## config.mk

```make
export PLATFORM = sky130hd
export DESIGN_NAME = midi_track_event_encoder_top
export DESIGN_NICKNAME = d
export VERILOG_FILES = /design/src/design/met_pkg.sv /design/src/design/met_front.sv /design/src/design/met_queue.sv /design/src/design/met_divider.sv /design/src/design/met_back.sv /design/src/design/midi_track_event_encoder_top.sv
export VERILOG_INCLUDE_DIRS = /design/src /design/src/design
export SDC_FILE = /design/constraint.sdc
export NUM_CORES = 1
export LEC_CHECK = 0
export BUFFER_PORTS_ARGS = -buffer_cell sky130_fd_sc_hd__clkbuf_2
export CAP_MARGIN = 20
export CORE_UTILIZATION = 54
export CTS_CLUSTER_SIZE = 20
export DETAILED_ROUTE_END_ITERATION = 6
export PLACE_DENSITY = 0.76
export SYNTH_ARGS = -nofsm -noshare
export SYNTH_HDL_FRONTEND = slang
export SYNTH_HIERARCHICAL = 1
export SYNTH_SLANG_ARGS = --single-unit
export TNS_END_PERCENT = 30
```

## constraint.sdc

```tcl
create_clock -name clk -period 6 [get_ports clk]
set_input_delay 0.6 -clock clk [delete_from_list [all_inputs] [get_ports clk]]
set_output_delay 0.6 -clock clk [all_outputs]
set_load 0.02 [all_outputs]
```

## src/design/midi_track_event_encoder_top_defines.svh

```systemverilog
// -----------------------------------------------------------------------------
// MIDI track event encoder assertion macros
// Shared assertion shorthands for the encoder's checks.
// -----------------------------------------------------------------------------
`ifndef MIDI_TRACK_EVENT_ENCODER_TOP_DEFINES_SVH
`define MIDI_TRACK_EVENT_ENCODER_TOP_DEFINES_SVH

// The consequent must hold in the same cycle as the antecedent.
`define MET_ASSERT_SAME(label, clk, rst_n, ante, cons, msg) \
	label: assert property (@(posedge clk) disable iff (!rst_n) (ante) |-> (cons)) \
		else $error(msg);

// The consequent must hold in the cycle after the antecedent.
`define MET_ASSERT_NEXT(label, clk, rst_n, ante, cons, msg) \
	label: assert property (@(posedge clk) disable iff (!rst_n) (ante) |=> (cons)) \
		else $error(msg);

`endif

```

## src/design/met_pkg.sv

```systemverilog
// -----------------------------------------------------------------------------
// MIDI track event encoder package
// Beat types, event codes, byte constants and the queue record.
// -----------------------------------------------------------------------------
package met_pkg;

	// Event codes carried in the mode field.
	localparam logic [2:0] MODE_NOTE_OFF = 3'd0;
	localparam logic [2:0] MODE_NOTE_ON  = 3'd1;
	localparam logic [2:0] MODE_PROGRAM  = 3'd2;
	localparam logic [2:0] MODE_TEMPO    = 3'd3;
	localparam logic [2:0] MODE_END      = 3'd4;

	// Status nibbles and meta event bytes.
	localparam logic [3:0] STATUS_NOTE_OFF = 4'h8;
	localparam logic [3:0] STATUS_NOTE_ON  = 4'h9;
	localparam logic [3:0] STATUS_PROGRAM  = 4'hC;
	localparam logic [7:0] BYTE_ZERO       = 8'h00;
	localparam logic [7:0] META_PREFIX     = 8'hFF;
	localparam logic [7:0] META_TEMPO      = 8'h51;
	localparam logic [7:0] META_TEMPO_LEN  = 8'h03;
	localparam logic [7:0] META_END        = 8'h2F;

	// Delta and tempo limits.
	localparam int DELTA_W = 28;
	localparam int TEMPO_W = 24;
	localparam logic [DELTA_W-1:0] DELTA_MAX = 28'hFFF_FFFF;
	localparam logic [TEMPO_W-1:0] TEMPO_MAX = 24'hFFFFFF;

	// Tempo divider: microseconds per minute over beats per minute.
	localparam int DIVIDEND_W = 26;
	localparam int DIVISOR_W  = 16;
	localparam logic [DIVIDEND_W-1:0] US_PER_MINUTE = 26'd60000000;
	localparam int DIV_CNT_W = 5;
	localparam logic [DIV_CNT_W-1:0] DIV_LAST_STEP = 5'(DIVIDEND_W - 1);

	// Queue between the front and back parts.
	localparam int QUEUE_DEPTH = 2;
	localparam int QUEUE_PTR_W = 1;
	localparam int QUEUE_CNT_W = 2;

	// Configuration port.
	localparam int PADDR_W = 2;
	localparam int PDATA_W = 32;
	localparam logic [PADDR_W-1:0] ADDR_CHANNEL = 2'd0;

	// Input beat.
	typedef struct packed {
		logic [2:0]  mode;
		logic [31:0] tick;
		logic [6:0]  pitch;
		logic [6:0]  velocity;
		logic [6:0]  instrument;
		logic [15:0] bpm;
	} in_item_t;

	// Output beat.
	typedef struct packed {
		logic [7:0] data_byte;
		logic       last_byte;
	} out_item_t;

	// Classified event waiting for the back part.
	typedef struct packed {
		logic [2:0]         mode;
		logic [DELTA_W-1:0] delta;
		logic [6:0]         pitch;
		logic [6:0]         data7;
		logic [15:0]        bpm;
		logic [3:0]         channel;
	} cmd_t;

	// Queue occupancy flags.
	typedef struct packed {
		logic full;
		logic empty;
	} queue_stat_t;

	// Divider request and response.
	typedef struct packed {
		logic                 start;
		logic [DIVISOR_W-1:0] divisor;
	} div_req_t;

	typedef struct packed {
		logic                  done;
		logic [DIVIDEND_W-1:0] quotient;
	} div_rsp_t;

endpackage

```

## src/design/met_front.sv

```systemverilog
// -----------------------------------------------------------------------------
// MIDI track event encoder front part
// Accepts events, works out the note delta and queues events that emit bytes.
// -----------------------------------------------------------------------------
module met_front
	import met_pkg::*;
(
	input  logic        clk,
	input  logic        arst_n,
	input  logic        in_valid,
	output logic        in_ready,
	input  in_item_t    in_item,
	input  logic [3:0]  channel,
	input  queue_stat_t q_stat,
	output logic        push,
	output cmd_t        push_cmd
);

	logic [31:0]        last_tick_q;
	logic               accept;
	logic               is_note;
	logic               emits;
	logic [31:0]        diff;
	logic [DELTA_W-1:0] delta;

	assign in_ready = !q_stat.full;
	assign accept   = in_valid && in_ready;
	assign is_note  = (in_item.mode == MODE_NOTE_OFF) || (in_item.mode == MODE_NOTE_ON);

	// Delta from the last note, clamped at zero and saturated to 28 bits.
	always_comb begin
		diff = in_item.tick - last_tick_q;
		if (in_item.tick < last_tick_q) begin
			delta = '0;
		end else if (diff > {4'd0, DELTA_MAX}) begin
			delta = DELTA_MAX;
		end else begin
			delta = diff[DELTA_W-1:0];
		end
	end

	// Decide whether the event produces any bytes at all.
	always_comb begin
		unique case (in_item.mode)
			MODE_NOTE_OFF, MODE_NOTE_ON: emits = 1'b1;
			MODE_PROGRAM:                emits = (in_item.instrument != 7'd0);
			MODE_TEMPO:                  emits = (in_item.bpm != 16'd0);
			MODE_END:                    emits = 1'b1;
			default:                     emits = 1'b0;
		endcase
	end

	// Build the queue record.
	always_comb begin
		push_cmd.mode    = in_item.mode;
		push_cmd.delta   = delta;
		push_cmd.pitch   = in_item.pitch;
		push_cmd.bpm     = in_item.bpm;
		push_cmd.channel = channel;
		if (in_item.mode == MODE_NOTE_ON) begin
			push_cmd.data7 = in_item.velocity;
		end else if (in_item.mode == MODE_PROGRAM) begin
			push_cmd.data7 = in_item.instrument;
		end else begin
			push_cmd.data7 = 7'd0;
		end
	end

	assign push = accept && emits;

	// Only note events move the reference tick.
	always_ff @(posedge clk or negedge arst_n) begin
		if (!arst_n) begin
			last_tick_q <= '0;
		end else if (accept && is_note) begin
			last_tick_q <= in_item.tick;
		end
	end

endmodule

```

## src/design/met_queue.sv

```systemverilog
// -----------------------------------------------------------------------------
// MIDI track event encoder queue
// Short register queue between the front and back parts.
// -----------------------------------------------------------------------------
module met_queue
	import met_pkg::*;
(
	input  logic        clk,
	input  logic        arst_n,
	input  logic        push,
	input  cmd_t        push_cmd,
	input  logic        pop,
	output cmd_t        pop_cmd,
	output queue_stat_t stat
);

	cmd_t                   entry_q [QUEUE_DEPTH];
	logic [QUEUE_PTR_W-1:0] wptr_q;
	logic [QUEUE_PTR_W-1:0] rptr_q;
	logic [QUEUE_CNT_W-1:0] count_q;

	assign stat.full  = (count_q == QUEUE_CNT_W'(QUEUE_DEPTH));
	assign stat.empty = (count_q == '0);
	assign pop_cmd    = entry_q[rptr_q];

	// Entry storage needs no reset.
	always_ff @(posedge clk) begin
		if (push) begin
			entry_q[wptr_q] <= push_cmd;
		end
	end

	// Pointers and occupancy.
	always_ff @(posedge clk or negedge arst_n) begin
		if (!arst_n) begin
			wptr_q  <= '0;
			rptr_q  <= '0;
			count_q <= '0;
		end else begin
			if (push) begin
				wptr_q <= wptr_q + 1'b1;
			end
			if (pop) begin
				rptr_q <= rptr_q + 1'b1;
			end
			if (push && !pop) begin
				count_q <= count_q + 1'b1;
			end else if (pop && !push) begin
				count_q <= count_q - 1'b1;
			end
		end
	end

endmodule

```

## src/design/met_divider.sv

```systemverilog
// -----------------------------------------------------------------------------
// MIDI track event encoder tempo divider
// Restoring divider, one quotient bit per cycle, for the tempo value.
// -----------------------------------------------------------------------------
module met_divider
	import met_pkg::*;
(
	input  logic     clk,
	input  logic     arst_n,
	input  div_req_t req,
	output div_rsp_t rsp
);

	logic                  busy_q;
	logic                  done_q;
	logic [DIV_CNT_W-1:0]  cnt_q;
	logic [DIVISOR_W-1:0]  divisor_q;
	logic [DIVISOR_W-1:0]  rem_q;
	logic [DIVIDEND_W-1:0] quo_q;
	logic [DIVISOR_W:0]    shifted;
	logic [DIVISOR_W:0]    diff;
	logic                  ge;

	// One restoring step.
	always_comb begin
		shifted = {rem_q, quo_q[DIVIDEND_W-1]};
		diff    = shifted - {1'b0, divisor_q};
		ge      = (shifted >= {1'b0, divisor_q});
	end

	// Datapath registers.
	always_ff @(posedge clk) begin
		if (req.start) begin
			divisor_q <= req.divisor;
			rem_q     <= '0;
			quo_q     <= US_PER_MINUTE;
		end else if (busy_q) begin
			rem_q <= ge ? diff[DIVISOR_W-1:0] : shifted[DIVISOR_W-1:0];
			quo_q <= {quo_q[DIVIDEND_W-2:0], ge};
		end
	end

	// Step counter and completion pulse.
	always_ff @(posedge clk or negedge arst_n) begin
		if (!arst_n) begin
			busy_q <= 1'b0;
			done_q <= 1'b0;
			cnt_q  <= '0;
		end else begin
			done_q <= 1'b0;
			if (req.start) begin
				busy_q <= 1'b1;
				cnt_q  <= '0;
			end else if (busy_q) begin
				cnt_q <= cnt_q + 1'b1;
				if (cnt_q == DIV_LAST_STEP) begin
					busy_q <= 1'b0;
					done_q <= 1'b1;
				end
			end
		end
	end

	assign rsp.done     = done_q;
	assign rsp.quotient = quo_q;

endmodule

```

## src/design/met_back.sv

```systemverilog
// -----------------------------------------------------------------------------
// MIDI track event encoder back part
// Takes queued events and sends their bytes one beat per cycle while out_ready holds.
// -----------------------------------------------------------------------------
module met_back
	import met_pkg::*;
(
	input  logic        clk,
	input  logic        arst_n,
	input  queue_stat_t q_stat,
	input  cmd_t        q_cmd,
	output logic        pop,
	output div_req_t    div_req,
	input  div_rsp_t    div_rsp,
	output logic        out_valid,
	input  logic        out_ready,
	output out_item_t   out_item
);

	localparam logic [1:0] ST_IDLE = 2'd0;
	localparam logic [1:0] ST_DIV  = 2'd1;
	localparam logic [1:0] ST_EMIT = 2'd2;

	logic [1:0]         state_q;
	cmd_t               cmd_q;
	logic [2:0]         groups_q;
	logic [2:0]         last_idx_q;
	logic [2:0]         idx_q;
	logic [TEMPO_W-1:0] tempo_q;
	logic               out_valid_q;
	out_item_t          out_item_q;
	logic [2:0]         groups_in;
	logic [2:0]         last_idx_in;
	logic               slot_free;
	logic               emit;
	logic [7:0]         byte_sel;
	logic [2:0]         k_full;
	logic [1:0]         k;
	logic [2:0]         j;
	logic [6:0]         part;

	// Number of delta bytes for the event at the head of the queue.
	always_comb begin
		if (q_cmd.delta[DELTA_W-1:7] == '0) begin
			groups_in = 3'd1;
		end else if (q_cmd.delta[DELTA_W-1:14] == '0) begin
			groups_in = 3'd2;
		end else if (q_cmd.delta[DELTA_W-1:21] == '0) begin
			groups_in = 3'd3;
		end else begin
			groups_in = 3'd4;
		end
	end

	// Index of the final byte of that event.
	always_comb begin
		unique case (q_cmd.mode)
			MODE_NOTE_OFF, MODE_NOTE_ON: last_idx_in = groups_in + 3'd2;
			MODE_PROGRAM:                last_idx_in = 3'd2;
			MODE_TEMPO:                  last_idx_in = 3'd6;
			default:                     last_idx_in = 3'd3;
		endcase
	end

	// Byte for the current position within the event.
	always_comb begin
		k_full = groups_q - idx_q - 3'd1;
		k      = k_full[1:0];
		j      = idx_q - groups_q;
		unique case (k)
			2'd0:    part = cmd_q.delta[6:0];
			2'd1:    part = cmd_q.delta[13:7];
			2'd2:    part = cmd_q.delta[20:14];
			default: part = cmd_q.delta[27:21];
		endcase
		byte_sel = BYTE_ZERO;
		unique case (cmd_q.mode)
			MODE_NOTE_OFF, MODE_NOTE_ON: begin
				if (idx_q < groups_q) begin
					byte_sel = {(k != 2'd0), part};
				end else if (j == 3'd0) begin
					byte_sel = {(cmd_q.mode == MODE_NOTE_ON) ? STATUS_NOTE_ON : STATUS_NOTE_OFF,
						cmd_q.channel};
				end else if (j == 3'd1) begin
					byte_sel = {1'b0, cmd_q.pitch};
				end else begin
					byte_sel = {1'b0, cmd_q.data7};
				end
			end
			MODE_PROGRAM: begin
				unique case (idx_q)
					3'd1:    byte_sel = {STATUS_PROGRAM, cmd_q.channel};
					3'd2:    byte_sel = {1'b0, cmd_q.data7};
					default: byte_sel = BYTE_ZERO;
				endcase
			end
			MODE_TEMPO: begin
				unique case (idx_q)
					3'd1:    byte_sel = META_PREFIX;
					3'd2:    byte_sel = META_TEMPO;
					3'd3:    byte_sel = META_TEMPO_LEN;
					3'd4:    byte_sel = tempo_q[23:16];
					3'd5:    byte_sel = tempo_q[15:8];
					3'd6:    byte_sel = tempo_q[7:0];
					default: byte_sel = BYTE_ZERO;
				endcase
			end
			default: begin
				unique case (idx_q)
					3'd1:    byte_sel = META_PREFIX;
					3'd2:    byte_sel = META_END;
					default: byte_sel = BYTE_ZERO;
				endcase
			end
		endcase
	end

	assign slot_free       = !out_valid_q || out_ready;
	assign emit            = (state_q == ST_EMIT) && slot_free;
	assign pop             = (state_q == ST_IDLE) && !q_stat.empty;
	assign div_req.start   = pop && (q_cmd.mode == MODE_TEMPO);
	assign div_req.divisor = q_cmd.bpm;

	// Event registers, loaded on pop; also the tempo value and the output byte.
	always_ff @(posedge clk) begin
		if (pop) begin
			cmd_q      <= q_cmd;
			groups_q   <= groups_in;
			last_idx_q <= last_idx_in;
		end
		if ((state_q == ST_DIV) && div_rsp.done) begin
			if (div_rsp.quotient[DIVIDEND_W-1:TEMPO_W] != '0) begin
				tempo_q <= TEMPO_MAX;
			end else begin
				tempo_q <= div_rsp.quotient[TEMPO_W-1:0];
			end
		end
		if (emit) begin
			out_item_q.data_byte <= byte_sel;
			out_item_q.last_byte <= (idx_q == last_idx_q);
		end
	end

	// Sequencer and output register control.
	always_ff @(posedge clk or negedge arst_n) begin
		if (!arst_n) begin
			state_q     <= ST_IDLE;
			idx_q       <= '0;
			out_valid_q <= 1'b0;
		end else begin
			if (emit) begin
				out_valid_q <= 1'b1;
			end else if (out_ready) begin
				out_valid_q <= 1'b0;
			end
			unique case (state_q)
				ST_IDLE: begin
					idx_q <= '0;
					if (pop) begin
						state_q <= (q_cmd.mode == MODE_TEMPO) ? ST_DIV : ST_EMIT;
					end
				end
				ST_DIV: begin
					if (div_rsp.done) begin
						state_q <= ST_EMIT;
					end
				end
				ST_EMIT: begin
					if (emit) begin
						idx_q <= idx_q + 3'd1;
						if (idx_q == last_idx_q) begin
							state_q <= ST_IDLE;
						end
					end
				end
				default: begin
					state_q <= ST_IDLE;
				end
			endcase
		end
	end

	assign out_valid = out_valid_q;
	assign out_item  = out_item_q;

endmodule

```

## src/design/midi_track_event_encoder_top.sv

```systemverilog
// -----------------------------------------------------------------------------
// MIDI track event encoder top level
// Turns track events into Standard MIDI File track bytes.
// -----------------------------------------------------------------------------
// Events arrive on the in channel (in_valid, in_ready, in_item) and bytes leave
// on the out channel (out_valid, out_ready, out_item), one byte per beat, with
// last_byte set on the final byte of each event. The channel register is
// written through the APB port at address 0; the user must write it only while
// the block is idle, as the block itself does not enforce this. A front part
// classifies each event and computes the note delta in the cycle it is
// accepted; a two-entry queue hands it to the back part, which sends the bytes
// from an output register. An event passes through the queue entry, the back
// part's event registers and the output register. The back part takes an
// event and then sends its bytes; a tempo event first waits for the 26-step
// restoring divider that forms the microseconds per beat. Events that produce
// no bytes are accepted and dropped.
// Reset clears the queue, the sequencer, the last note tick and the channel.
// When the receiver stalls, the current byte is held in the output register;
// the queue keeps taking events until it is full, then in_ready drops.
module midi_track_event_encoder_top
	import met_pkg::*;
(
	input  logic               clk,
	input  logic               arst_n,
	input  logic               in_valid,
	output logic               in_ready,
	input  in_item_t           in_item,
	output logic               out_valid,
	input  logic               out_ready,
	output out_item_t          out_item,
	input  logic               psel,
	input  logic               penable,
	input  logic               pwrite,
	input  logic [PADDR_W-1:0] paddr,
	input  logic [PDATA_W-1:0] pwdata,
	output logic [PDATA_W-1:0] prdata,
	output logic               pready
);

`include "midi_track_event_encoder_top_defines.svh"

	logic [3:0]  channel_q;
	logic        push;
	cmd_t        push_cmd;
	logic        pop;
	cmd_t        pop_cmd;
	queue_stat_t q_stat;
	div_req_t    div_req;
	div_rsp_t    div_rsp;

	// Configuration register.
	assign pready = 1'b1;
	assign prdata = (paddr == ADDR_CHANNEL) ? {28'd0, channel_q} : '0;

	always_ff @(posedge clk or negedge arst_n) begin
		if (!arst_n) begin
			channel_q <= '0;
		end else if (psel && penable && pwrite && pready && (paddr == ADDR_CHANNEL)) begin
			channel_q <= pwdata[3:0];
		end
	end

	// Front part, queue, divider and back part.
	met_front u_front (
		.clk      (clk),
		.arst_n   (arst_n),
		.in_valid (in_valid),
		.in_ready (in_ready),
		.in_item  (in_item),
		.channel  (channel_q),
		.q_stat   (q_stat),
		.push     (push),
		.push_cmd (push_cmd)
	);

	met_queue u_queue (
		.clk      (clk),
		.arst_n   (arst_n),
		.push     (push),
		.push_cmd (push_cmd),
		.pop      (pop),
		.pop_cmd  (pop_cmd),
		.stat     (q_stat)
	);

	met_divider u_divider (
		.clk    (clk),
		.arst_n (arst_n),
		.req    (div_req),
		.rsp    (div_rsp)
	);

	met_back u_back (
		.clk       (clk),
		.arst_n    (arst_n),
		.q_stat    (q_stat),
		.q_cmd     (pop_cmd),
		.pop       (pop),
		.div_req   (div_req),
		.div_rsp   (div_rsp),
		.out_valid (out_valid),
		.out_ready (out_ready),
		.out_item  (out_item)
	);

	// Checks on the queue and divider hand-offs.
	`MET_ASSERT_SAME(a_push_not_full, clk, arst_n, push, !q_stat.full, "push into full queue")
	`MET_ASSERT_SAME(a_pop_not_empty, clk, arst_n, pop, !q_stat.empty, "pop from empty queue")
	`MET_ASSERT_NEXT(a_div_not_instant, clk, arst_n, div_req.start, !div_rsp.done, "divider done too early")

endmodule
```

* Word level (Yosys, flattened, before mapping)
Memory sizes are Yosys's and may differ from the RTL's. Index checks and enable logic that the tools add are counted.
Word-level totals: bits in registers 199, latch bits 0, RAM bits 130, memory bits (read-only) 0, input port bits 113, output and inout bits 44, logic and storage cells 154, memories 1
Memories:
- u_queue.entry_q | words 2, width 65, read ports 1, clocked after Yosys merged registers in 0, wr ports 1, line met_queue.sv:17 | cmd_t entry_q [QUEUE_DEPTH];
Cells by class: add/sub/neg operators 12, multiply operators 0, divide/modulo/power cells 0, order comparisons 4, equal/unequal tests 28, shift operators 0, multiplexer cells 42, bitwise operators 0, reductions and logical operators 43
Operators by type and width (count):
- 28-bit 2-to-1 mux | 2
- 8-bit one-hot mux with 6 select lines | 1
- 32-bit by 28-bit > comparator with 1-bit output, second input constant | 1
- 32-bit < comparator | 1
- 8-bit one-hot mux with 2 select lines | 2
- 32-bit subtractor | 1
- 3-bit by 2-bit equality test with 1-bit output, second input constant | 8
- 8-bit one-hot mux with 3 select lines | 1
- 21-bit logical NOT | 1
- 7-bit 2-to-1 mux | 3
- 7-bit one-hot mux with 3 select lines | 1
- 17-bit by 16-bit greater-or-equal comparator with 1-bit output | 1
- 16-bit 2-to-1 mux | 1
- 8-bit 2-to-1 mux | 2
- 16-bit nonzero test | 1
- 16-bit subtractor | 1
- 3-bit by 1-bit equality test with 1-bit output, second input constant | 5
- 14-bit logical NOT | 1
- 2-bit 2-to-1 mux | 7
- 3-bit equality test, second input constant | 4
- 1-bit logical AND | 12
- 3-bit logical NOT | 4
- 3-bit 2-to-1 mux | 4
- 2-bit nonzero test | 6
- other kinds (31) | 58

* Longest topological paths before layout
Gate-level depths: netlist (run 1).
depth in word-level cells 8, depth in mapped cells 13, mapped depth without buffers 12

* By module
The synthesis (run 1) kept the hierarchy.
Modules (own cells, without submodules):
- met_queue | times used 1, cells each 218, area each 5038.6 sq um
- met_back | times used 1, cells each 312, area each 4367.9 sq um
- met_front | times used 1, cells each 489, area each 3604.7 sq um
- met_divider | times used 1, cells each 370, area each 3482.1 sq um
- midi_track_event_encoder_top | times used 1, cells each 45, area each 419.2 sq um

* Worst setup path after synthesis (run 1)
Ideal clock, no wire load.
path type flip-flop to flip-flop, start point register u_back.state_q[0], end point register u_divider.rem_q[1], setup time 122 ps, data arrival time 6378 ps, required time 5878 ps, setup slack -500 ps, cell stages (with the launch flop) 7, buffers on the path 2, period minus slack after synthesis 6500 ps, path through dfrtp_1 -> clkbuf_1 -> nor3_1 -> nor2b_1 -> clkbuf_1 -> a2111oi_0 -> a311o_1
RTL lines:
- start: declaration | line met_back.sv:24 | logic [1:0] state_q;
- start signal: assignment | line met_back.sv:160 | state_q <= (q_cmd.mode == MODE_TEMPO) ? ST_DIV : ST_EMIT;
- end signal: assignment | line met_divider.sv:38 | rem_q <= ge ? diff[DIVISOR_W-1:0] : shifted[DIVISOR_W-1:0];
- end: declaration | line met_divider.sv:18 | logic [DIVISOR_W-1:0] rem_q;

==> results of run 1 <==
## kinds of logic after synthesis
kind of cell	after synthesis	synth area share (%)
flops	329	54.4
compound gates	318	12.8
xor+xnor	42	2.18
fa+ha+maj	62	4.72
simple gates	352	10.3
mux	112	8.60
buf+inv	217	7.04
other cells	2	0.0444
## final cells by class
cell class,instances,area (µm²)
Tap cell,396,495
Timing Repair Buffer,111,611
Multi-Input combinational cell,915,6670
Clock inverter,12,118
Inverter,79,297
Sequential cell,329,9200
Fill cell,2420,12300
Clock buffer,48,945
## state kept, by name (all words and copies together) (netlist names), 5 cells and up
signal               flops
u_divider/rem_q         16
u_back/tempo_q          24
u_front/last_tick_q     32
u_back/out_item          9
u_divider/divisor_q     16
u_divider/quo_q         26
u_queue/entry_q        130
u_divider/cnt_q          5
u_back/cmd_q            49
## final timing paths
path                                         from                     end  slack (ps)  cells after the start
max                        u_front/last_tick_q[2]  u_queue/entry_q[1][49]        2720                     11
min                                        arst_n        u_back/out_valid         230                      2
max reg2reg                u_front/last_tick_q[2]  u_queue/entry_q[1][49]        2720                     11
min reg2reg                          channel_q[1]   u_queue/entry_q[1][1]         490                      0
max in group asynchronous                  arst_n          u_queue/rptr_q        5160                      2
min in group clk                      in_item[32]  u_queue/entry_q[1][29]         280                      1
## placed cells by master (no fill, tap or decap), types with 16 or more instances in the layout
cell,count
edfxtp_1,234
clkbuf_2,99
nand2_1,96
nor2_1,89
inv_1,79
o21ai_0,76
a21oi_1,59
ha_1,59
dfrtp_1,51
dfxtp_1,42
nand3_1,40
mux2_4,40
clkbuf_16,36
mux2i_1,35
a31oi_1,32
mux2_2,30
conb_1,29
or3_1,28
xor2_1,24
nand2b_1,20
xnor2_1,18
o211ai_1,18
a21o_1,16
## power by group
group	total (mW)	internal (mW)	switching, mW
logic	4.09	1.70	2.39
registers	3.76	3.30	0.458
clock network	2.02	1.19	0.831
## per-layer routing
layer / vias to the layer above / GRT usage (%)
met4: 0 / 7.34
met5: - / 0
met3: 71 / 2.91
met1: 5259 / 27.9
met2: 323 / 36.4
li1: 5304 / -
==> run summary, run 1 <==
CTS buffer count - 34
Synth top area cells - edfxtp_1, dfrtp_1, dfxtp_1
Post-layout net count - 1645
PortBufs - 99
Hold Worst Slack - 233 ps
CTS tree - yes
Clk buf depth - 3
IO Pins - 157
Ant. Diodes - 0
Number of synthesized flops with an enable pin - 234
Setup crit end kind - flip-flop
Setup_tns - 0 ps
Flip-flop and latch count after synthesis - 329
Fmax - 305 MHz
Placed cell area - 17200 µm²
Register area share after synthesis - 54.4%
Worst Setup Path Type - flip-flop to flip-flop
Crit path time final - 3280 ps
Number of global-route vias before repair - 10500
Yosys warning count - 6
Vias per cell - 5.80
DR top layer - met4
Area leader, netlist - edfxtp_1
Dominant synthesized flop cell - edfxtp_1
Gate Count Post-Synth - 1434
Relative slew margins - 25.2%
Yosys top cell area share - 41.5%
Dpl hpwl - 23100 µm
Worst hold path type - primary input to async pin
Finish-stage setup viols - 0
Total power - 9.87 mW
DRC violations left - 0
Row count - 64
Die W - 179 µm
Root buf cell - clkbuf_16
Post-Place Setup Slack - 2430 ps
Area grow syn2layout - 8.42%
Wire per inst - 17.9 µm
GRT Util Overall - 21.3%
Most frequent cell after synthesis - edfxtp_1
Post-Syn Area - 16900 µm²
Setup crit start kind - flip-flop
# placed instances - 1829
Largest net degree at the start of global routing - 67
CTS Hold Buffers Added - 0
Wire length on met3 - 1660 µm
Util after Layout - 59.8%
Initial antenna violation count - 0
Crit Path Max Fanout - 28
Synth unique cells - 84
Routed vias - 11000
Critical path's largest stage delay - 430 ps
Gp weighted congestion - 0.880
Synth cell count leaders - edfxtp_1, nand2_1, nor2_1, inv_1, buf_4
Post-synth ARST share - 16.1%
CP Buf/Inv Count - 2
CP required - 6220 ps
Status - completed
Die H - 179 µm
Fin area - 18300 µm²
Avg Cell Area, Syn - 11.8 µm²
Max-slew violations - 0
Met2 wire len - 16700 µm
CTS resizes - 0
Cell family with the largest share of critical-path delay - compound AO/OA/AOI/OAI gates
Peak VDD IR - 0.000346 V
DR pass1 iterations - 5
Period utilisation layout - 54.7%
Reg clk slew, reported paths - 60 ps
Htree depth - 2
Hold Vio Cnt, Final - 0
Gr ovfl total - 0
Drt total wl - 33800 µm
Worst Tran Pin Value - 1120 ps
First-pass GRT wire length - 53800 µm
CP arrival - 3500 ps
Worst-Skew Late Latency - 510 ps
Fin worst setup slack - 2720 ps
DR iter-0 viols - 864
Clock Skew - 17.0 ps
Final Non-Filler Cells - 1890
DRT antenna net count - 0
Leak - 7.18 nW
Max cap viols - 0
Unrepaired setup endpoints after global routing - no
Layout cells sized above 1 - 17.3%
CP Cell Sequence - inv_1, ha_1, o211ai_1, a21o_1, a2111o_1, a21oi_2, o21ai_2, o31a_1, a2111oi_4, buf_4, a31oi_1
Initial core utilization - 55.1%
PD cells - 538 nW/µm²
Core area - 30700 µm²
Post-CTS Setup Inserts - 0
Routed metal-1 wire length - 14500 µm
CP max stage cell - a2111o_1
Die area - 32000 µm²
# clock sinks - 329
No activity file was read; power rests on OpenSTA's default activity.
==> run 2, diff against run 1 <==
--- a/config.mk
+++ b/config.mk
@@ -6,12 +6,13 @@
 export SDC_FILE = /design/constraint.sdc
 export NUM_CORES = 1
 export LEC_CHECK = 0
+export ABC_AREA = 1
 export BUFFER_PORTS_ARGS = -buffer_cell sky130_fd_sc_hd__clkbuf_2
 export CAP_MARGIN = 20
-export CORE_UTILIZATION = 54
+export CORE_UTILIZATION = 55
 export CTS_CLUSTER_SIZE = 20
 export DETAILED_ROUTE_END_ITERATION = 6
-export PLACE_DENSITY = 0.76
+export PLACE_DENSITY = 0.77
 export SYNTH_ARGS = -nofsm -noshare
 export SYNTH_HDL_FRONTEND = slang
 export SYNTH_HIERARCHICAL = 1
==> constraint.sdc (replaced) <==
create_clock -name clk -period 2.85 [get_ports clk]
set_input_delay 0.285 -clock clk [delete_from_list [all_inputs] [get_ports clk]]
set_output_delay 0.285 -clock clk [all_outputs]
set_load 0.02 [all_outputs]
==> run 2 against run 1 <==
Compared with the run above:
- clock-buffer cell count fell by 5
- clock power rose by 150%
- sequential share of layout area fell by 4.5 points
- final cell count is 31% higher
- critical endpoint is now u_back/out_item[6]
- via count up 15%
- global-route usage up 1.6 points
- design area grew 9.9%
- maximum frequency grew 25%
- area after synthesis is 5.7% higher
- wire length is 12% higher
- largest power group unchanged
- critical path type unchanged
==> run summary, run 2 <==
Gate power share - 42.2% (+0.7 points)
Flop-to-flop setup slack - 220 ps (-2500 ps)
DR pass1 iterations - 5 (unchanged)
Die H - 182 µm (+1.9%)
Relative slew margins - 53.1% (+28 points)
Register with the most flip-flops - u_queue/entry_q
Layout cells sized above 1 - 18.2% (+0.82 points)
Ant. Diodes - 0 (unchanged)
Yosys warning count - 6 (unchanged)
Reg clk slew, reported paths - 60 ps (about the same)
Clock power frac - 23.5% (+3.1 points)
Crit Path Max Fanout - 8 (-71%)
Synth cell count leaders - nand2_1, inv_1, edfxtp_1, nor2_1, nand3_1
Area grow syn2layout - 12.7%
Number of global-route vias before repair - 12500 (+19%)
Total power - 21.5 mW (+120%)
PortBufs - 99 (unchanged)
GRT Util Overall - 23.0% (+1.6 points)
Vias per cell - 5.10 (-12%)
Die W - 182 µm (+1.9%)
Setup crit end kind - flip-flop
Dominant synthesized flop cell - edfxtp_1
Avg Cell Area, Syn - 9.40 µm² (-20%)
Max FFs per register - 130 (unchanged)
Post-Syn Area - 17900 µm² (+5.7%)
Initial antenna violation count - 0 (unchanged)
Worst hold path type - primary input to flip-flop
Post-synth ARST share - 16.1% (unchanged)
Hold path depth - 2
Core area - 31800 µm² (+3.7%)
Worst Setup Path Type - flip-flop to flip-flop
# placed instances - 2379 (+30%)
Most frequent cells in the layout - nand2_1, inv_1, edfxtp_1
Post-layout net count - 2190 (+33%)
Final Non-Filler Cells - 2478 (+31%)
Worst reg2reg path depth - 12 (+1)
Switching share of power - 38.4% (+1.1 points)
Number of synthesized flops with an enable pin - 234 (unchanged)
Worst Tran Pin Value - 703 ps (-418 ps)
FF-to-FF Start - u_back/idx_q[0]
Peak VDD IR - 0.000661 V (+91%)
Yosys top cell area share - 39.3% (-2.3 points)
Flip-flop and latch count after synthesis - 329 (unchanged)
Fmax - 380 MHz (+25%)
DRT antenna net count - 0 (unchanged)
Largest regs - u_queue/entry_q (130), u_back/cmd_q (49), u_front/last_tick_q (32)
CP required - 3090 ps (-3130 ps)
Dpl hpwl - 27300 µm (+18%)
Most common cell after layout, fill and taps aside - nand2_1
Crit path time final - 2630 ps (-649 ps)
Part of the power in registers - 34.3% (-3.8 points)
PD cells - 1070 nW/µm² (+98%)
Routed vias - 12600 (+15%)
CTS buffer count - 36 (+5.9%)
Finish-stage setup viols - 0 (unchanged)
Hold endpoint - u_back/out_valid
Synth unique cells - 49 (-42%)
Synth top area cells - edfxtp_1, nand2_1, dfrtp_1
Area leader, netlist - edfxtp_1
Gate Count Post-Synth - 1903 (+33%)
Status - completed
Worst Hold Launch - out_ready
Row count - 65 (+1.6%)
Root buf cell - clkbuf_16
Unrepaired setup endpoints after global routing - no
Setup crit start kind - flip-flop
Initial core utilization - 56.2% (+1.1 points)
Largest net degree at the start of global routing - 65 (-3.0%)
Leak - 9.37 nW (+30%)
Most frequent cell after synthesis - nand2_1
Hold Vio Cnt, Final - 0 (unchanged)
Register area share after synthesis - 51.4% (-2.9 points)
Die area - 33200 µm² (+3.8%)
Drt total wl - 37900 µm (+12%)
Critical R2R Capture - u_back/out_item[6]
Htree depth - 2 (unchanged)
Pint - 13.3 mW (+110%)
Max cap viols - 0 (unchanged)
Period utilisation layout - 92.3% (+38 points)
CP arrival - 2880 ps (-620 ps)
Max-slew violations - 0 (unchanged)
Switching pwr - 8.25 mW (+120%)
DRC violations left - 0 (unchanged)
DR iter-0 viols - 809 (-6.4%)
IO Pins - 157 (unchanged)
CTS tree - yes
Clk buf depth - 3 (unchanged)
Gp weighted congestion - 0.902 (+2.4%)
# clock sinks - 329 (unchanged)
Clock Skew - 13.7 ps (-3.37 ps)
First-pass GRT wire length - 60800 µm (+13%)
Wire per inst - 15.3 µm (-14%)
Worst-Skew Late Latency - 520 ps (about the same)
Gr ovfl total - 0 (unchanged)
-- run 2: changes by cell type after synthesis, moves of 22 or more --
cell,previous run,this run
a21oi_2,1,23
a31oi_1,33,1
inv_1,79,304
mux2i_1,35,0
nand2_1,96,443
nand2_2,0,22
nand3_1,40,93
nor2_1,89,141
o21ai_0,76,33
or3_1,28,0
-- run 2: final cells by class --
type | count | area, µm²
Timing Repair Buffer | 157 | 1100
Multi-Input combinational cell | 1168 | 6770
Tap cell | 435 | 544
Clock inverter | 23 | 324
Inverter | 323 | 1220
Fill cell | 2547 | 11700
Clock buffer | 43 | 990
Sequential cell | 329 | 9200
-- run 2: timing repair --
action | CTS | global route
resized for setup | 0 | 3
buffers inserted | 0 | 4
endpoints found under the setup margin | 0 | 55
hold endpoints to repair | 86 | 0
hold buffers | 27 | 0
-- run 2: kinds of logic (layout without fill, tap and decap cells) --
kind of cell | after synthesis | after routing | synth area share [%]
compound gates | 176 | 176 | 5.90
xor+xnor | 37 | 37 | 1.81
fa+ha+maj | 62 | 62 | 4.46
buf+inv | 434 | 546 | 11.5
flops | 329 | 329 | 51.4
mux | 65 | 65 | 4.93
other cells | 2 | 29 | 0.0420
simple gates | 798 | 799 | 20.0
-- run 2: layer usage --
metal  GRT usage (%)  routed length, µm  up-vias
li1                -                  -     6323
met1            28.9              16000     5894
met4            8.81               1180        0
met5               0                  0        -
met3            3.69               1820       86
met2            39.8              18900      326
-- run 2: power groups by stage --
stage	clock network [mW]	logic [mW]	registers (mW)
CTS	5.15	8.96	7.37
finish	5.04	9.08	7.38
global placement	0	8.65	7.42
detailed placement	0	8.85	7.47
global route	5.34	10.1	7.50
floorplan	0	7.00	7.36
-- run 2: critical path, cell delays in order (launching register included) --
cell and delay [ps]:
dfrtp_1 460, inv_1 130, ha_1 220, fa_1 620
inv_2 70, nor2_4 230, inv_1 70, nor2_1 180
nand2_1 80, nand3_1 70, nand2_1 60, nand2_1 100
nand3_1 70
-- run 2: how the worst max path moves through the flow --
stage / start / end / slack, ps / depth (start not counted)
6_report: u_back/idx_q[0] / u_back/out_item[6] / 220 / 12
4_1_cts: u_queue/rptr_q / u_divider/quo_q[13] / 5 / 7
3_5_place_dp: in_item[37] / u_queue/entry_q[0][39] / 50 / 18
5_1_grt: u_back/idx_q[0] / u_back/out_item[5] / 20 / 12
3_3_place_gp: in_item[37] / u_queue/entry_q[1][37] / 110 / 18
2_1_floorplan: in_item[69] / u_queue/entry_q[0][0] / -510 / 7
-- run 2: per-stage QoR --
| stage | hold slack (ps) | instance area [µm²] | utilization, % | TNS [ps] | setup slack (ps) |
|---|---|---|---|---|---|
| 3_5_place_dp | 463 | 18500 | 58.2 | 0 | 48.4 |
| 2_1_floorplan | -10.6 | 18000 | - | -39340 | -512 |
| 3_3_place_gp | 454 | 18500 | 58.2 | 0 | 108 |
| 6_report | 14.1 | 20100 | 63.3 | 0 | 219 |
| 4_1_cts | 1.47 | 20100 | 63.1 | 0 | 4.66 |
| 5_1_grt | 26.3 | 20100 | 63.3 | 0 | 19.6 |
==> run 3, diff against run 2 <==
--- a/config.mk
+++ b/config.mk
@@ -9,10 +9,10 @@
 export ABC_AREA = 1
 export BUFFER_PORTS_ARGS = -buffer_cell sky130_fd_sc_hd__clkbuf_2
 export CAP_MARGIN = 20
-export CORE_UTILIZATION = 55
+export CORE_UTILIZATION = 59
 export CTS_CLUSTER_SIZE = 20
 export DETAILED_ROUTE_END_ITERATION = 6
-export PLACE_DENSITY = 0.77
+export PLACE_DENSITY = 0.79
 export SYNTH_ARGS = -nofsm -noshare
 export SYNTH_HDL_FRONTEND = slang
 export SYNTH_HIERARCHICAL = 1
==> constraint.sdc (replaced) <==
create_clock -name clk -period 2.5 [get_ports clk]
set_input_delay 0.25 -clock clk [delete_from_list [all_inputs] [get_ports clk]]
set_output_delay 0.25 -clock clk [all_outputs]
set_load 0.02 [all_outputs]
==> run 3 against run 2 <==
Compared with the run above:
- via count increased by 1.9%
- core utilization rose by 5.4 points
- register-to-register slack got worse by 200 ps
- wire length increased by 3.7%
- flip-flop and latch count stayed put
- sequential share of layout area shrank 0.62 points
- clock power is 2% lower
- sequential power is 14% higher
- setup slack worse by 200 ps
- critical path depth increased by 6
- hold slack improved by 3.6 ps
- final cell count down 0.93%
==> run summary, run 3 (synthesis results as in run 2) <==
CP Buf/Inv Count - 3 (unchanged)
Max cap viols - 0 (unchanged)
CTS buffer count - 35 (-2.8%)
Setup crit start kind - flip-flop
Row count - 63 (-3.1%)
Leak - 9.41 nW (+0.42%)
GRT Util Overall - 25.2% (+2.2 points)
Clk buf depth - 3 (unchanged)
Most used cell, CP - nand2_2
PD cells - 1200 nW/µm² (+12%)
Root buf cell - clkbuf_16
Die area - 31000 µm² (-6.7%)
Worst Tran Pin Value - 840 ps (+137 ps)
Hold Vio Cnt, Final - 0 (unchanged)
Worst-Skew Late Latency - 510 ps (about the same)
Relative slew margins - 44.0% (-9.1 points)
Post-Place Setup Slack - -293 ps (-341 ps)
Die W - 176 µm (-3.4%)
Worst hold path type - primary input to flip-flop
Clock Skew - 12.9 ps (-0.764 ps)
Most common cell after layout, fill and taps aside - nand2_1
# clock sinks - 329 (unchanged)
CP Cell Sequence - ha_4, inv_4, fa_2, nand2_1, nand3_1, nand3_1, nand2_2, nand2_2, nand2_4, nand2_4, nand2_2, nand2_2, buf_4, nand2_2, nand2_4, nor2_8, clkbuf_16, a21oi_2
Cell family with the largest share of critical-path delay - simple AND/OR/NAND/NOR gates
Worst reg2reg path depth - 18 (+6)
CTS tree - yes
Crit Path Max Fanout - 9 (+1)
Initial antenna violation count - 0 (unchanged)
Largest regs - u_queue/entry_q (130), u_back/cmd_q (49), u_front/last_tick_q (32)
Post-layout net count - 2214 (+1.1%)
Gr ovfl total - 0 (unchanged)
Critical R2R Capture - u_queue/entry_q[1][52]
DRC violations left - 0 (unchanged)
Layout cells sized above 1 - 20.4% (+2.3 points)
Reg clk slew, reported paths - 60 ps (about the same)
CP max stage cell - dfrtp_1
Max-slew violations - 0 (unchanged)
Drt total wl - 39300 µm (+3.7%)
Setup_tns - 0 ps (unchanged)
Global-route met3 utilization - 3.79% (+0.098 points)
Met2 Track Usage GR - 44.7% (+4.9 points)
Dpl hpwl - 27300 µm (about the same)
Gr busiest metal - met2
Largest net degree at the start of global routing - 65 (unchanged)
Most frequent cells in the layout - nand2_1, inv_1, edfxtp_1
Number of global-route vias before repair - 12600 (+0.86%)
Routed vias - 12900 (+1.9%)
FF-to-FF Start - u_front/last_tick_q[0]
Period utilisation layout - 99.4% (+7.1 points)
Max FFs per register - 130 (unchanged)
Finish-stage setup viols - 0 (unchanged)
GRT met1 Usage - 31.6% (+2.7 points)
Ant. Diodes - 0 (unchanged)
Fmax - 402 MHz (+5.9%)
Hold endpoint - u_front/last_tick_q[24]
Fin worst setup slack - 15.0 ps (-204 ps)
# fillers - 2180 (-14%)
Unrepaired setup endpoints after global routing - yes
IO Pins - 157 (unchanged)
Gp weighted congestion - 0.944 (+4.7%)
Setup crit end kind - flip-flop
Hold path depth - 3 (+1)
Htree depth - 2 (unchanged)
Status - completed
Placed cell area - 18500 µm² (+0.19%)
Flop-to-flop setup slack - 10 ps (-200 ps)
CP arrival - 2830 ps (-50 ps)
DRT antenna net count - 0 (unchanged)
Die H - 176 µm (-3.4%)
CP required - 2840 ps (-250 ps)
Fin area - 20400 µm² (+1.4%)
Core area - 29700 µm² (-6.5%)
Worst Hold Launch - in_item[61]
Register with the most flip-flops - u_queue/entry_q
DR iter-0 viols - 908 (+12%)
Crit path time final - 2490 ps (-146 ps)
Peak VDD IR - 0.000733 V (+11%)
DR pass1 iterations - 5 (unchanged)
Area grow syn2layout - 14.2%
Initial core utilization - 60.2% (+3.9 points)
First-pass GRT wire length - 61600 µm (+1.3%)
Vias per cell - 5.24 (+2.9%)
PortBufs - 99 (unchanged)
Wire per inst - 16.0 µm (+4.7%)
Critical path's largest stage delay - 400 ps (-220 ps)
Total power - 24.5 mW (+14%)
Worst Setup Path Type - flip-flop to flip-flop
run 3: cell count changes in the layout (fill, tap and decap cells not counted), moves of 9 or more:
cell | previous run | this run
buf_4 | 23 | 34
a21oi_1 | 79 | 67
ha_1 | 58 | 45
nand2_1 | 443 | 433
a21oi_4 | 1 | 10
dlygate4sd3_1 | 27 | 36
run 3: final cells by class:
cell class	count	area (µm²)	area share [%]
flip-flops and latches	329	9200	45.0
multi-input cells	1168	7030	34.4
repair buffers	182	1370	6.70
inverters	323	1220	5.99
clock buffers	46	980	4.80
well taps	390	488	2.39
clock inverters	17	133	0.650
run 3: worst register-to-register path, delay by kind of cell (launching register included):
| kind | cells | cell delay [ps] |
|---|---|---|
| adders and majority gates | 2 | 580 |
| buffers and inverters | 3 | 330 |
| and+or+nand+nor | 12 | 830 |
| DFF | 1 | 400 |
| AOI/OAI and AO/OA | 1 | 190 |
run 3: per-layer routing:
metal | wire (µm) | vias up
li1 | - | 6372
met1 | 16000 | 6042
met2 | 20000 | 372
met3 | 2140 | 89
met4 | 1110 | 0
met5 | 0 | -
run 3: how the worst max path moves through the flow:
stage | from | endpoint | slack [ps] | cells after the start
global placement | u_queue/rptr_q | u_divider/cnt_q[1] | -190 | 7
global route | u_front/last_tick_q[0] | u_queue/entry_q[0][52] | -100 | 18
detailed placement | u_queue/rptr_q | u_divider/quo_q[6] | -290 | 7
CTS | u_front/last_tick_q[0] | u_queue/entry_q[0][37] | -4 | 18
floorplan | u_queue/rptr_q | u_divider/cnt_q[1] | -310 | 9
finish | u_front/last_tick_q[0] | u_queue/entry_q[1][52] | 10 | 18
run 3: what timing repair did:
action	in CTS	in global routing
setup buffers	0	2
pin swaps	1	8
gates resized for setup	5	69
hold buffers	36	0
gates cloned	1	4
endpoints found under the setup margin	82	67
endpoints found under the hold margin	81	0
run 3: power by group:
part	switching, mW	internal (mW)
Clock	2.07	2.89
Combinational	6.96	4.18
Sequential	0.677	7.73
Total	9.71	14.8
run 3: per-stage QoR:
| step | util (%) | instances | hold WS, ps |
|---|---|---|---|
| after floorplan | - | 1930 | -45.6 |
| after global placement | 62.4 | 2349 | 375 |
| after detailed placement | 62.4 | 2349 | 383 |
| after CTS | 67.4 | 2449 | 1.64 |
| after global routing | 68.7 | 2455 | 12.3 |
| final | 68.7 | 2455 | 17.7 |
